**src/rtl/gkrs_pkg.sv**
```systemverilog
// ----------------------------------------------------------------------------
// gkrs_pkg
// Shared constants and the fixed-point exponential used to build the CDF
// tables of the Gaussian kernel radius sampler.
// ----------------------------------------------------------------------------
`default_nettype none

package gkrs_pkg;

    // Default number of table bins
    localparam int TABLE_BINS_DEF = 400;

    // Q32 one, -A in Q32, 4*pi*N in Q24, ln 2 in Q32
    localparam logic [63:0] ONE_Q32 = 64'h0000_0001_0000_0000;
    localparam logic [63:0] AQ      = 64'd25161497036;
    localparam logic [63:0] KQ      = 64'd541429348;
    localparam logic [63:0] LN2Q    = 64'd2977044472;

    // Result fraction bits
    localparam int FRAC_W = 16;
    localparam int RADIUS_W = 17;

    // exp(-x) in Q32 for x in Q32, by range reduction and a 25-term series
    function automatic logic [63:0] expneg_q32(input logic [63:0] x);
        logic [63:0] n;
        logic [63:0] r;
        logic [63:0] term;
        longint      s;
        n    = x / LN2Q;
        r    = x - n * LN2Q;
        term = ONE_Q32;
        s    = longint'(ONE_Q32);
        if (n >= 64'd63) begin
            return 64'd0;
        end
        for (int i = 1; i <= 24; i++) begin
            term = ((term * r) >> 32) / 64'(i);
            if ((i % 2) == 1) begin
                s = s - longint'(term);
            end else begin
                s = s + longint'(term);
            end
        end
        if (s < 0) begin
            s = 0;
        end
        return 64'(s) >> n;
    endfunction

endpackage

`default_nettype wire

```
**src/rtl/gkrs_div_stage.sv**
```systemverilog
// ----------------------------------------------------------------------------
// gkrs_div_stage
// One step of restoring division: doubles the partial remainder, subtracts
// the divisor when it fits and shifts one quotient bit in.
// ----------------------------------------------------------------------------
`default_nettype none

module gkrs_div_stage #(
    parameter int DW = 42
) (
    input  wire logic        aclk,
    input  wire logic        aresetn,
    input  wire logic        en,
    input  wire logic        valid_in,
    input  wire logic [DW-1:0] rem_in,
    input  wire logic [DW-1:0] den_in,
    input  wire logic [gkrs_pkg::FRAC_W-1:0] q_in,
    output logic             valid_out,
    output logic [DW-1:0]    rem_out,
    output logic [DW-1:0]    den_out,
    output logic [gkrs_pkg::FRAC_W-1:0] q_out
);
    import gkrs_pkg::*;

    logic [DW:0]   rem2;
    logic [DW:0]   diff;
    logic          fits;

    // Trial subtract of the doubled remainder
    always_comb begin
        rem2 = {rem_in, 1'b0};
        diff = rem2 - {1'b0, den_in};
        fits = (rem2 >= {1'b0, den_in});
    end

    // Advance the stage
    always_ff @(posedge aclk) begin
        if (!aresetn) begin
            valid_out <= 1'b0;
        end else if (en) begin
            valid_out <= valid_in;
        end
        if (en) begin
            rem_out <= fits ? diff[DW-1:0] : rem2[DW-1:0];
            den_out <= den_in;
            q_out   <= {q_in[FRAC_W-2:0], fits};
        end
    end

endmodule

`default_nettype wire

```
**config.mk**
```make
export PLATFORM = sky130hd
export DESIGN_NAME = gkrs_div_stage
export DESIGN_NICKNAME = d
export VERILOG_FILES = /design/src/rtl/gkrs_pkg.sv /design/src/rtl/gkrs_div_stage.sv
export SDC_FILE = /design/constraint.sdc
export NUM_CORES = 1
export LEC_CHECK = 0
export ABC_CLOCK_PERIOD_IN_PS = 5200
export BUFFER_PORTS_ARGS = -buffer_cell sky130_fd_sc_hd__buf_2
export CAP_MARGIN = 20
export CORE_ASPECT_RATIO = 0.5
export CORE_MARGIN = 2
export CORE_UTILIZATION = 28
export CTS_BUF_LIST = sky130_fd_sc_hd__clkbuf_4 sky130_fd_sc_hd__clkbuf_8 sky130_fd_sc_hd__clkbuf_16
export DETAILED_ROUTE_END_ITERATION = 16
export GPL_TIMING_DRIVEN = 0
export RECOVER_POWER = 50
export SLEW_MARGIN = 10
export SYNTH_ARGS = -nofsm -noshare
export SYNTH_HDL_FRONTEND = slang
export SYNTH_SLANG_ARGS = --single-unit
```
**constraint.sdc**
```tcl
create_clock -name aclk -period 5.2 [get_ports aclk]
set_input_delay 1.3 -clock aclk [delete_from_list [all_inputs] [get_ports aclk]]
set_output_delay 1.3 -clock aclk [all_outputs]
set_load 0.01 [all_outputs]
```
==> results.json, run 1 <==
{
  "status": "finished with violations",
  "gp_congestion": 0.8543,
  "worstMarginPinSlew_ns": 3.525,
  "route.vias.total": 5035,
  "yosysUniqueCellTypes": 60,
  "crit_path_start_kind": "input port",
  "netlist.area_leader.share_pct": 47.89,
  "final.setup_skew_ns": 0,
  "postSynthRegisterBits": 101,
  "cts_inserted_buffers": 9,
  "timing_worst_setup_path_type": "in -> reg",
  "grt_start_max_net_pins": 61,
  "clk_path_buf_depth": 2,
  "max-cap-violations": 1,
  "netlist_top_cells_area": "sky130_fd_sc_hd__edfxtp_1 (48%), sky130_fd_sc_hd__ha_1 (8.4%), sky130_fd_sc_hd__mux2_2 (5.4%)",
  "first_drt_pass_iteration_count": 4,
  "hold-path-endpoint": "valid_out$_SDFFE_PN0P_",
  "hold_path_startpoint": "valid_out$_SDFFE_PN0P_",
  "drc_errors": 0,
  "fmax_ghz": 0.2372,
  "setup_violations": 0,
  "drt.antenna.violating_nets": 0,
  "global_route.usage.total_pct": 14.24,
  "synthesis.area_per_instance_um2": 11.16,
  "nNetsFinal": 924,
  "drt-vias-per-instance": 4.649,
  "dr.first_iter.drc_count": 208,
  "cp.arrival_ns": 4.33,
  "detailedPlacementHpwl_um": 13180,
  "post_synth_inst_count": 562,
  "final_layout_size_suffix_gt1_share_pct": 27.14,
  "synth_warnings": 0,
  "final_max_slew_viol_count": 60,
  "cts_num_sinks": 101,
  "worst-path-max-fanout": 3,
  "power.density_cell_area_nw_per_um2": 294.4,
  "multiInputGateArea_um2": 2942,
  "drt_wl_total_um": 16790,
  "syn_nets": 709,
  "synth_seq_area_share_pct": 48.20,
  "netlist.top_cell.by_area": "sky130_fd_sc_hd__edfxtp_1",
  "crit_required_ns": 5.31,
  "slew_headroom_pct": -135.0,
  "endpoint_kind": "flip-flop",
  "clk_latency_ns": 0.36,
  "cts_post_setup_buffers_inserted": 0,
  "fillers": 2204,
  "min_path_cells": 2,
  "ctsHtreeMaxLevel": 3,
  "post_cts.resized_instances": 0,
  "synth.cell_area_um2": 6271,
  "cts.hold.buffers_added": 0,
  "wl_per_cell_um": 15.50,
  "die_w_um": 215.6,
  "initial_core_utilization_pct": 28.74,
  "dieArea_um2": 23680,
  "port_buffers": 203,
  "global_route_wire_length_before_repair_um": 26030,
  "leakage_nw": 3.386,
  "floorplan.io_pins": 205,
  "timing.reg2reg.setup_slack_ns": 4.55,
  "failing_checks": "capacitance limit, slew limit",
  "unrepaired_setup_endpoints_after_global_routing": "false",
  "die_h_um": 109.8,
  "postSynth.asyncResetShare_pct": 0,
  "grt-ovfl-total": 0,
  "first_global_vias": 4946,
  "crit-reg2reg-capture": "valid_out$_SDFFE_PN0P_",
  "regToRegStartpoint": "valid_out$_SDFFE_PN0P_",
  "worstHoldPathType": "reg -> reg",
  "clkTransAtPathRegs_ns": 0.07,
  "hold_viol": 0,
  "seqCellArea_um2": 3023,
  "period_needed_ns": 4.216,
  "fin_worst_hold_slack_ns": 0.5234,
  "antenna_found_initial": 1,
  "synth_flop_cell": "sky130_fd_sc_hd__edfxtp_1",
  "synth-edff-count": 100,
  "cts_root_buf": "sky130_fd_sc_hd__clkbuf_16",
  "number_of_cell_rows": 38,
  "tritoncts": "built",
  "core-area_um2": 21820,
  "syn_to_final_growth_pct": 25.48,
  "vdd_drop_max_v": 0.0001253,
  "final_sum_of_negative_setup_slack_ns": 0,
  "period_share_pct": 81.07,
  "reg2reg_depth": 2
}
## sequential cells by signal, indices dropped and copies added (netlist names)
name	cells
den_out	42
q_out	16
rem_out	42
valid_out	1
## layout make-up
| cell class | instances | area share (%) |
|---|---|---|
| flip-flops and latches | 101 | 38.42 |
| multi-input cells | 394 | 37.38 |
| repair buffers | 204 | 12.12 |
| well taps | 300 | 4.770 |
| clock buffers | 9 | 2.862 |
| inverters | 52 | 2.512 |
| plain buffers | 15 | 1.383 |
| clock inverters | 6 | 0.4929 |
| diodes | 2 | 0.06360 |
## through the flow
step / setup WS (ns) / std cells / instance area (um^2) / power [mW] / util (%)
floorplan: 1.301 / 562 / 6271 / 1.464 / -
global placement: 0.6428 / 1065 / 7662 / 1.696 / 35.11
detailed placement: 0.6365 / 1066 / 7685 / 1.704 / 35.21
CTS: 1.009 / 1081 / 7949 / 2.360 / 36.42
global route: 0.7631 / 1081 / 7864 / 2.445 / 36.03
finish: 0.9844 / 1083 / 7869 / 2.316 / 36.06
## logic make-up (layout without fill, tap and decap cells)
| logic type | Yosys count | after routing | share of synthesized area (%) |
|---|---|---|---|
| other | 0 | 2 | 0 |
| flip-flops | 101 | 101 | 48.20 |
| AND/OR/NAND/NOR | 138 | 138 | 10.91 |
| multiplexers | 42 | 42 | 7.941 |
| adder cells (fa/ha/maj) | 43 | 43 | 8.699 |
| XOR/XNOR | 35 | 35 | 4.888 |
| AO/OA/AOI/OAI | 136 | 136 | 14.47 |
| buffers and inverters | 67 | 286 | 4.888 |
## worst max-delay path: stages
cell                       delay [ns]
sky130_fd_sc_hd__clkbuf_1        0.19
sky130_fd_sc_hd__inv_1           0.13
sky130_fd_sc_hd__fa_1            0.46
sky130_fd_sc_hd__a211oi_1        0.34
sky130_fd_sc_hd__o21ai_0         0.15
sky130_fd_sc_hd__o211ai_1        0.14
sky130_fd_sc_hd__nand2_1         0.18
sky130_fd_sc_hd__a21oi_2         0.30
sky130_fd_sc_hd__o21ai_1         0.16
sky130_fd_sc_hd__or4_1           0.49
sky130_fd_sc_hd__and4b_1         0.22
sky130_fd_sc_hd__mux2_4          0.25
## cell usage in the layout, fill, tap and decap left out, types with 6 or more instances in the layout
cell,n
sky130_fd_sc_hd__inv_1,51
sky130_fd_sc_hd__mux2_2,30
sky130_fd_sc_hd__nand3_1,15
sky130_fd_sc_hd__o21ai_0,18
sky130_fd_sc_hd__a21oi_1,48
sky130_fd_sc_hd__xor2_1,15
sky130_fd_sc_hd__ha_1,42
sky130_fd_sc_hd__nor2_1,35
sky130_fd_sc_hd__nand2_1,34
sky130_fd_sc_hd__nor3_1,8
sky130_fd_sc_hd__edfxtp_1,100
sky130_fd_sc_hd__xnor2_1,20
sky130_fd_sc_hd__nor2b_1,8
sky130_fd_sc_hd__nand4_1,9
sky130_fd_sc_hd__clkbuf_1,72
sky130_fd_sc_hd__clkbuf_16,9
sky130_fd_sc_hd__buf_2,141
sky130_fd_sc_hd__nand2b_1,6
sky130_fd_sc_hd__mux2_4,8
sky130_fd_sc_hd__a21o_1,21
## how the worst max path moves through the flow
stage	startpoint	end	slack [ns]	depth (start not counted)
after global placement	den_in[15]	rem_out[32]$_DFFE_PP_	0.64	16
final	den_in[0]	rem_out[40]$_DFFE_PP_	0.98	12
after floorplan	den_in[15]	rem_out[31]$_DFFE_PP_	1.30	15
after global routing	den_in[13]	rem_out[31]$_DFFE_PP_	0.76	16
after CTS	den_in[15]	rem_out[31]$_DFFE_PP_	1.01	16
after detailed placement	den_in[15]	rem_out[31]$_DFFE_PP_	0.64	16
## where the power goes
group	internal (mW)	switching, mW
registers	1.01	0.0211
clock network	0.323	0.320
logic	0.283	0.359
total	1.62	0.699
## cells in the mapped netlist (9+ instances only)
master	n
sky130_fd_sc_hd__edfxtp_1	100
sky130_fd_sc_hd__inv_1	51
sky130_fd_sc_hd__a21oi_1	48
sky130_fd_sc_hd__ha_1	42
sky130_fd_sc_hd__nor2_1	35
sky130_fd_sc_hd__nand2_1	34
sky130_fd_sc_hd__mux2_2	30
sky130_fd_sc_hd__a21o_1	21
sky130_fd_sc_hd__xnor2_1	20
sky130_fd_sc_hd__o21ai_0	18
sky130_fd_sc_hd__nand3_1	15
sky130_fd_sc_hd__xor2_1	15
sky130_fd_sc_hd__nand4_1	9
## metal layers
layer	share of wire (%)	up-vias	track usage, %
met1	46	2403	18.50
met4	1.7	0	4.729
met5	0	-	0
li1	-	2506	-
met3	5.1	16	3.679
met2	47	110	23.29
(Power assumes the default switching activity.)
==> run 2, diff against run 1 <==
ABC_AREA = 1   (was default)
ABC_CLOCK_PERIOD_IN_PS = 4100   (was 5200)
clock period = 4.1 ns   (was 5.2 ns; I/O delays follow)
==> results.json, run 2 <==
{
  "power.share.clock_pct": 29.4,
  "power_switching_mw": 1.040,
  "cp.arrival_ns": 3.56,
  "place_ws_ns": 0.6363,
  "synth_flop_cell": "sky130_fd_sc_hd__edfxtp_1",
  "drt.antenna.violating_nets": 0,
  "syn_to_final_growth_pct": 23.89,
  "drt_wl_total_um": 23050,
  "slew_headroom_pct": 9.361,
  "dieArea_um2": 26770,
  "floorplan.io_pins": 205,
  "nNetsFinal": 1327,
  "final.setup_skew_ns": 0,
  "clkTransAtPathRegs_ns": 0.07,
  "clk_latency_ns": 0.37,
  "netlist.area_leader.share_pct": 42.22,
  "first_global_vias": 6183,
  "synth_seq_area_share_pct": 42.50,
  "leakage_nw": 4.582,
  "number_of_cell_rows": 41,
  "detailedPlacementHpwl_um": 19460,
  "final_layout_size_suffix_gt1_share_pct": 16.96,
  "reg2reg_depth": 2,
  "port_buffers": 203,
  "unrepaired_setup_endpoints_after_global_routing": "false",
  "post_cts.resized_instances": 0,
  "synth.cell_area_um2": 7113,
  "timing_worst_setup_path_type": "in -> reg",
  "worst-path-max-fanout": 52,
  "synth-edff-count": 100,
  "final_cell_mix": "sky130_fd_sc_hd__nand2_1 (384), sky130_fd_sc_hd__inv_1 (185), sky130_fd_sc_hd__buf_2 (152)",
  "post_synth_inst_count": 965,
  "synth_warnings": 0,
  "status": "finished clean",
  "cts_inserted_buffers": 9,
  "initial_core_utilization_pct": 28.36,
  "worstMarginPinSlew_ns": 1.360,
  "p_int_mw": 2.065,
  "die_h_um": 116.7,
  "grt-ovfl-total": 0,
  "postSynth.asyncResetShare_pct": 0,
  "wl_per_cell_um": 15.06,
  "crit_path_start_kind": "input port",
  "gp_congestion": 0.9281,
  "global_route.usage.total_pct": 16.99,
  "ctsHtreeMaxLevel": 3,
  "max-cap-violations": 0,
  "min_path_cells": 2,
  "power_switching_share_pct": 33.50,
  "cts_num_sinks": 101,
  "final.setup.worst_slack_ns": 0.8294,
  "cts.hold.buffers_added": 0,
  "post-route-util_pct": 35.13,
  "drt-vias-per-instance": 4.348,
  "clk_path_buf_depth": 2,
  "crit_required_ns": 4.39,
  "dr.first_iter.drc_count": 563,
  "power.density_cell_area_nw_per_um2": 352.4,
  "antenna_found_initial": 1,
  "final_max_slew_viol_count": 0,
  "netlist_top_cells_count": "sky130_fd_sc_hd__nand2_1 (384), sky130_fd_sc_hd__inv_1 (185), sky130_fd_sc_hd__edfxtp_1 (100)",
  "cts_root_buf": "sky130_fd_sc_hd__clkbuf_16",
  "period_share_pct": 79.77,
  "drc_errors": 0,
  "most_common_cell_after_layout_fill_and_taps_aside": "sky130_fd_sc_hd__nand2_1",
  "netlist.top_cell.by_area": "sky130_fd_sc_hd__edfxtp_1",
  "grt_start_max_net_pins": 53,
  "comb_power_share_pct": 28.6,
  "share_seq_of_total_power_pct": 42.0,
  "fmax_ghz": 0.3058,
  "endpoint_kind": "flip-flop",
  "vdd_drop_max_v": 0.0001693,
  "largest_registers_ranked_by_flip_flop_count": "den_out: 42 flops, rem_out: 42 flops, q_out: 16 flops",
  "core-area_um2": 25090,
  "yosysUniqueCellTypes": 32,
  "netlist_top_cells_area": "sky130_fd_sc_hd__edfxtp_1 (42%), sky130_fd_sc_hd__nand2_1 (20%), sky130_fd_sc_hd__inv_1 (9.8%)",
  "tritoncts": "built",
  "setup_violations": 0,
  "first_drt_pass_iteration_count": 5,
  "hold_viol": 0,
  "synthMostInstantiatedCell": "sky130_fd_sc_hd__nand2_1",
  "final_sum_of_negative_setup_slack_ns": 0,
  "postSynthRegisterBits": 101,
  "worstHoldPathType": "reg -> reg",
  "die_w_um": 229.4,
  "period_needed_ns": 3.271,
  "syn_nets": 1112,
  "synthesis.area_per_instance_um2": 7.371,
  "route.vias.total": 6653,
  "global_route_wire_length_before_repair_um": 34210,
  "cts_post_setup_buffers_inserted": 0
}
[run 2: power groups by stage]
stage | Combinational [mW] | Clock, mW | Sequential [mW]
CTS | 0.903 | 0.951 | 1.30
global route | 0.997 | 0.985 | 1.32
detailed placement | 0.899 | 0 | 1.33
global placement | 0.893 | 0 | 1.32
finish | 0.889 | 0.912 | 1.30
floorplan | 0.469 | 0 | 1.39
[run 2: worst paths after layout]
check	endpoint	startpoint	slack [ns]
max	valid_out$_SDFFE_PN0P_	en	0.83
min	valid_out$_SDFFE_PN0P_	valid_out$_SDFFE_PN0P_	0.56
max reg2reg	valid_out$_SDFFE_PN0P_	valid_out$_SDFFE_PN0P_	3.40
min reg2reg	valid_out$_SDFFE_PN0P_	valid_out$_SDFFE_PN0P_	0.56
[run 2: critical path, stage by stage]
cell                       delay [ns]
sky130_fd_sc_hd__clkbuf_2        0.95
sky130_fd_sc_hd__clkbuf_2        1.14
sky130_fd_sc_hd__o21ai_0         0.20
sky130_fd_sc_hd__a21oi_1         0.16
[run 2: logic make-up after synthesis]
family | after synthesis | synth area share [%]
flip-flops | 101 | 42.50
AO/OA/AOI/OAI | 56 | 4.362
adder cells (fa/ha/maj) | 43 | 7.669
buffers and inverters | 196 | 11.06
AND/OR/NAND/NOR | 547 | 31.70
XOR/XNOR | 22 | 2.709
[run 2: metal layers]
layer	GRT usage [%]	part of all wire (%)
met3	3.882	6.5
met2	24.03	41
met4	3.593	0.92
met1	25.95	51
met5	0	0
[run 2: layout make-up]
| class | instances | area [um^2] |
|---|---|---|
| Timing Repair Buffer | 204 | 958.4 |
| Clock buffer | 9 | 225.2 |
| Antenna cell | 1 | 2.502 |
| Clock inverter | 7 | 82.58 |
| Fill cell | 2740 | 16270 |
| Tap cell | 344 | 430.4 |
| Multi-Input combinational cell | 668 | 3303 |
| Sequential cell | 101 | 3023 |
| Inverter | 188 | 708.2 |
| Buffer | 8 | 78.83 |
[run 2: stage by stage]
stage	hold slack, ns	power, mW	instances	area (um^2)
6_report	0.5586	3.105	1530	8812
5_1_grt	0.5853	3.297	1529	8810
2_1_floorplan	0.5553	1.859	965	7113
3_5_place_dp	0.5485	2.225	1513	8589
3_3_place_gp	0.5228	2.217	1512	8559
4_1_cts	0.5615	3.158	1529	8897
==> run 3, diff against run 2 <==
ABC_AREA = 0   (was 1)
ABC_CLOCK_PERIOD_IN_PS = 2870   (was 4100)
clock period = 2.87 ns   (was 4.1 ns; I/O delays follow)
==> results.json, run 3 (synthesized netlist as in run 1, its figures left out) <==
{
  "unrepaired_setup_endpoints_after_global_routing": "true",
  "final_cell_mix": "sky130_fd_sc_hd__buf_2 (185), sky130_fd_sc_hd__edfxtp_1 (100), sky130_fd_sc_hd__a21oi_1 (44)",
  "regToRegStartpoint": "valid_out$_SDFFE_PN0P_",
  "crit-reg2reg-capture": "valid_out$_SDFFE_PN0P_",
  "crit_path_start": "den_in[11]",
  "global_route_wire_length_before_repair_um": 26880,
  "clk_latency_ns": 0.37,
  "worst-path-max-fanout": 6,
  "final_max_slew_viol_count": 0,
  "final_layout_size_suffix_gt1_share_pct": 46.14,
  "fmax_ghz": 0.3057,
  "clkTransAtPathRegs_ns": 0.08,
  "setup_violations": 42,
  "antenna_found_initial": 3,
  "cp.arrival_ns": 3.39,
  "final.setup.worst_slack_ns": -0.4008,
  "fillers": 2127,
  "most_common_cell_after_layout_fill_and_taps_aside": "sky130_fd_sc_hd__buf_2",
  "hold_path_startpoint": "den_in[20]",
  "slew_headroom_pct": 43.52,
  "cpPeakStageDelay_ns": 0.34,
  "worstMarginPinSlew_ns": 0.8472,
  "grt-ovfl-total": 0,
  "drt.antenna.violating_nets": 0,
  "die_w_um": 215.6,
  "period_needed_ns": 3.271,
  "timing_worst_setup_path_type": "in -> reg",
  "hold-path-endpoint": "den_out[20]$_DFFE_PP_",
  "route.vias.total": 5157,
  "cells_along_the_critical_path": "buf_8 -> inv_4 -> ha_4 -> nand4_1 -> nor4_4 -> o211ai_1 -> nand2_1 -> nor2_4 -> o21ai_4 -> a21oi_4 -> o31a_4 -> inv_4 -> buf_12 -> buf_12 -> buf_8 -> mux2_4",
  "first_global_vias": 5131,
  "final.setup_skew_ns": 0,
  "cts_num_sinks": 101,
  "first_drt_pass_iteration_count": 5,
  "endpoint_kind": "flip-flop",
  "dr.first_iter.drc_count": 254,
  "core-area_um2": 21820,
  "worstSetupPathDepth": 16,
  "wl_per_cell_um": 15.83,
  "crit_required_ns": 2.99,
  "cts_root_buf": "sky130_fd_sc_hd__clkbuf_16",
  "nNetsFinal": 959,
  "clk_path_buf_depth": 2,
  "status": "finished with violations",
  "cts.hold.buffers_added": 0,
  "initial_core_utilization_pct": 28.74,
  "crit_path_start_kind": "input port",
  "port_buffers": 203,
  "reg2reg_depth": 2,
  "drt-vias-per-instance": 4.604,
  "syn_to_final_growth_pct": 42.74,
  "drc_errors": 0,
  "period_share_pct": 114.0,
  "fin_worst_hold_slack_ns": 0.5172,
  "worstHoldPathType": "in -> reg",
  "max-cap-violations": 0,
  "detailedPlacementHpwl_um": 13420,
  "crit_family": "compound AO/OA/AOI/OAI gates",
  "min_path_cells": 1,
  "leakage_nw": 3.888,
  "gp_congestion": 0.8382,
  "timing.reg2reg.setup_slack_ns": 2.28,
  "drt_wl_total_um": 17730,
  "hold_viol": 0,
  "vdd_drop_max_v": 0.0002290,
  "tritoncts": "built",
  "global_route.usage.total_pct": 14.77,
  "largest_registers_ranked_by_flip_flop_count": "den_out: 42 flops, rem_out: 42 flops, q_out: 16 flops",
  "cp_num_buf_inv": 6,
  "timing.critical_path.slowest_stage_cell": "sky130_fd_sc_hd__nor4_4",
  "number_of_cell_rows": 38,
  "failing_checks": "setup timing",
  "dieArea_um2": 23680,
  "floorplan.io_pins": 205,
  "power.density_cell_area_nw_per_um2": 508.7,
  "cts_inserted_buffers": 9,
  "ctsHtreeMaxLevel": 3,
  "place_ws_ns": -0.9916,
  "die_h_um": 109.8,
  "grt_start_max_net_pins": 60
}
## run 3: changes by cell type in the layout (fill, tap and decap cells not counted), sizes merged, moves of 15 or more
cell / delta
nand2: -357
inv: -135
buf: +89
clkbuf: -47
nand3: -42
mux2: +38
nor2: -38
a21o: +20
xnor2: +20
a21oi: +15
## run 3: timing repair
action,CTS,global route
pin swaps,29,20
setup endpoints to repair,42,43
setup buffers,33,9
resized for setup,74,24
## run 3: where the power goes
| group | switching (mW) | internal [mW] | total (mW) |
|---|---|---|---|
| sequential | 0.0359 | 1.83 | 1.86 |
| clock | 0.640 | 0.613 | 1.25 |
| combinational | 0.728 | 0.709 | 1.44 |
| total | 1.40 | 3.15 | 4.55 |
## run 3: layout make-up
type / instances / area [um^2] / share of cell area, %
Timing Repair Buffer: 245 / 1511 / 16.89
Tap cell: 300 / 375.4 / 4.193
Antenna cell: 3 / 7.507 / 0.08387
Multi-Input combinational cell: 394 / 3438 / 38.41
Clock buffer: 9 / 225.2 / 2.516
Buffer: 9 / 73.82 / 0.8247
Sequential cell: 101 / 3023 / 33.77
Clock inverter: 7 / 66.31 / 0.7408
Inverter: 52 / 230.2 / 2.572
## run 3: worst max-delay path by stage
stage                     slack (ns)                     to
after global placement         -1.01  rem_out[35]$_DFFE_PP_
after floorplan                -0.34  rem_out[31]$_DFFE_PP_
after detailed placement       -0.99  rem_out[35]$_DFFE_PP_
after CTS                      -0.42  rem_out[40]$_DFFE_PP_
final                          -0.40  rem_out[37]$_DFFE_PP_
after global routing           -0.49  rem_out[40]$_DFFE_PP_
## run 3: metal layers
layer / part of all wire (%) / vias up / track usage (%)
li1: - / 2581 / -
met3: 4.3 / 8 / 3.983
met2: 49 / 77 / 25.38
met5: 0 / - / 0
met1: 46 / 2491 / 18.44
met4: 0.73 / 0 / 4.138
## run 3: metrics by stage
| stage | utilization (%) | power, mW | setup TNS, ns | area, um^2 | cells |
|---|---|---|---|---|---|
| 4_1_cts | 40.52 | 4.575 | -14.79 | 8842 | 1113 |
| 3_3_place_gp | 36.21 | 3.129 | -38.65 | 7901 | 1065 |
| 6_report | 41.02 | 4.554 | -13.43 | 8951 | 1120 |
| 3_5_place_dp | 36.31 | 3.145 | -37.79 | 7924 | 1066 |
| 2_1_floorplan | - | 2.700 | -10.76 | 6510 | 562 |
| 5_1_grt | 40.99 | 4.795 | -17.60 | 8946 | 1118 |
## run 3: worst register-to-register path: stages (launching register included)
cell                      delay [ns]
sky130_fd_sc_hd__dfxtp_1        0.31
sky130_fd_sc_hd__mux2i_1        0.11
sky130_fd_sc_hd__nor2b_1        0.06
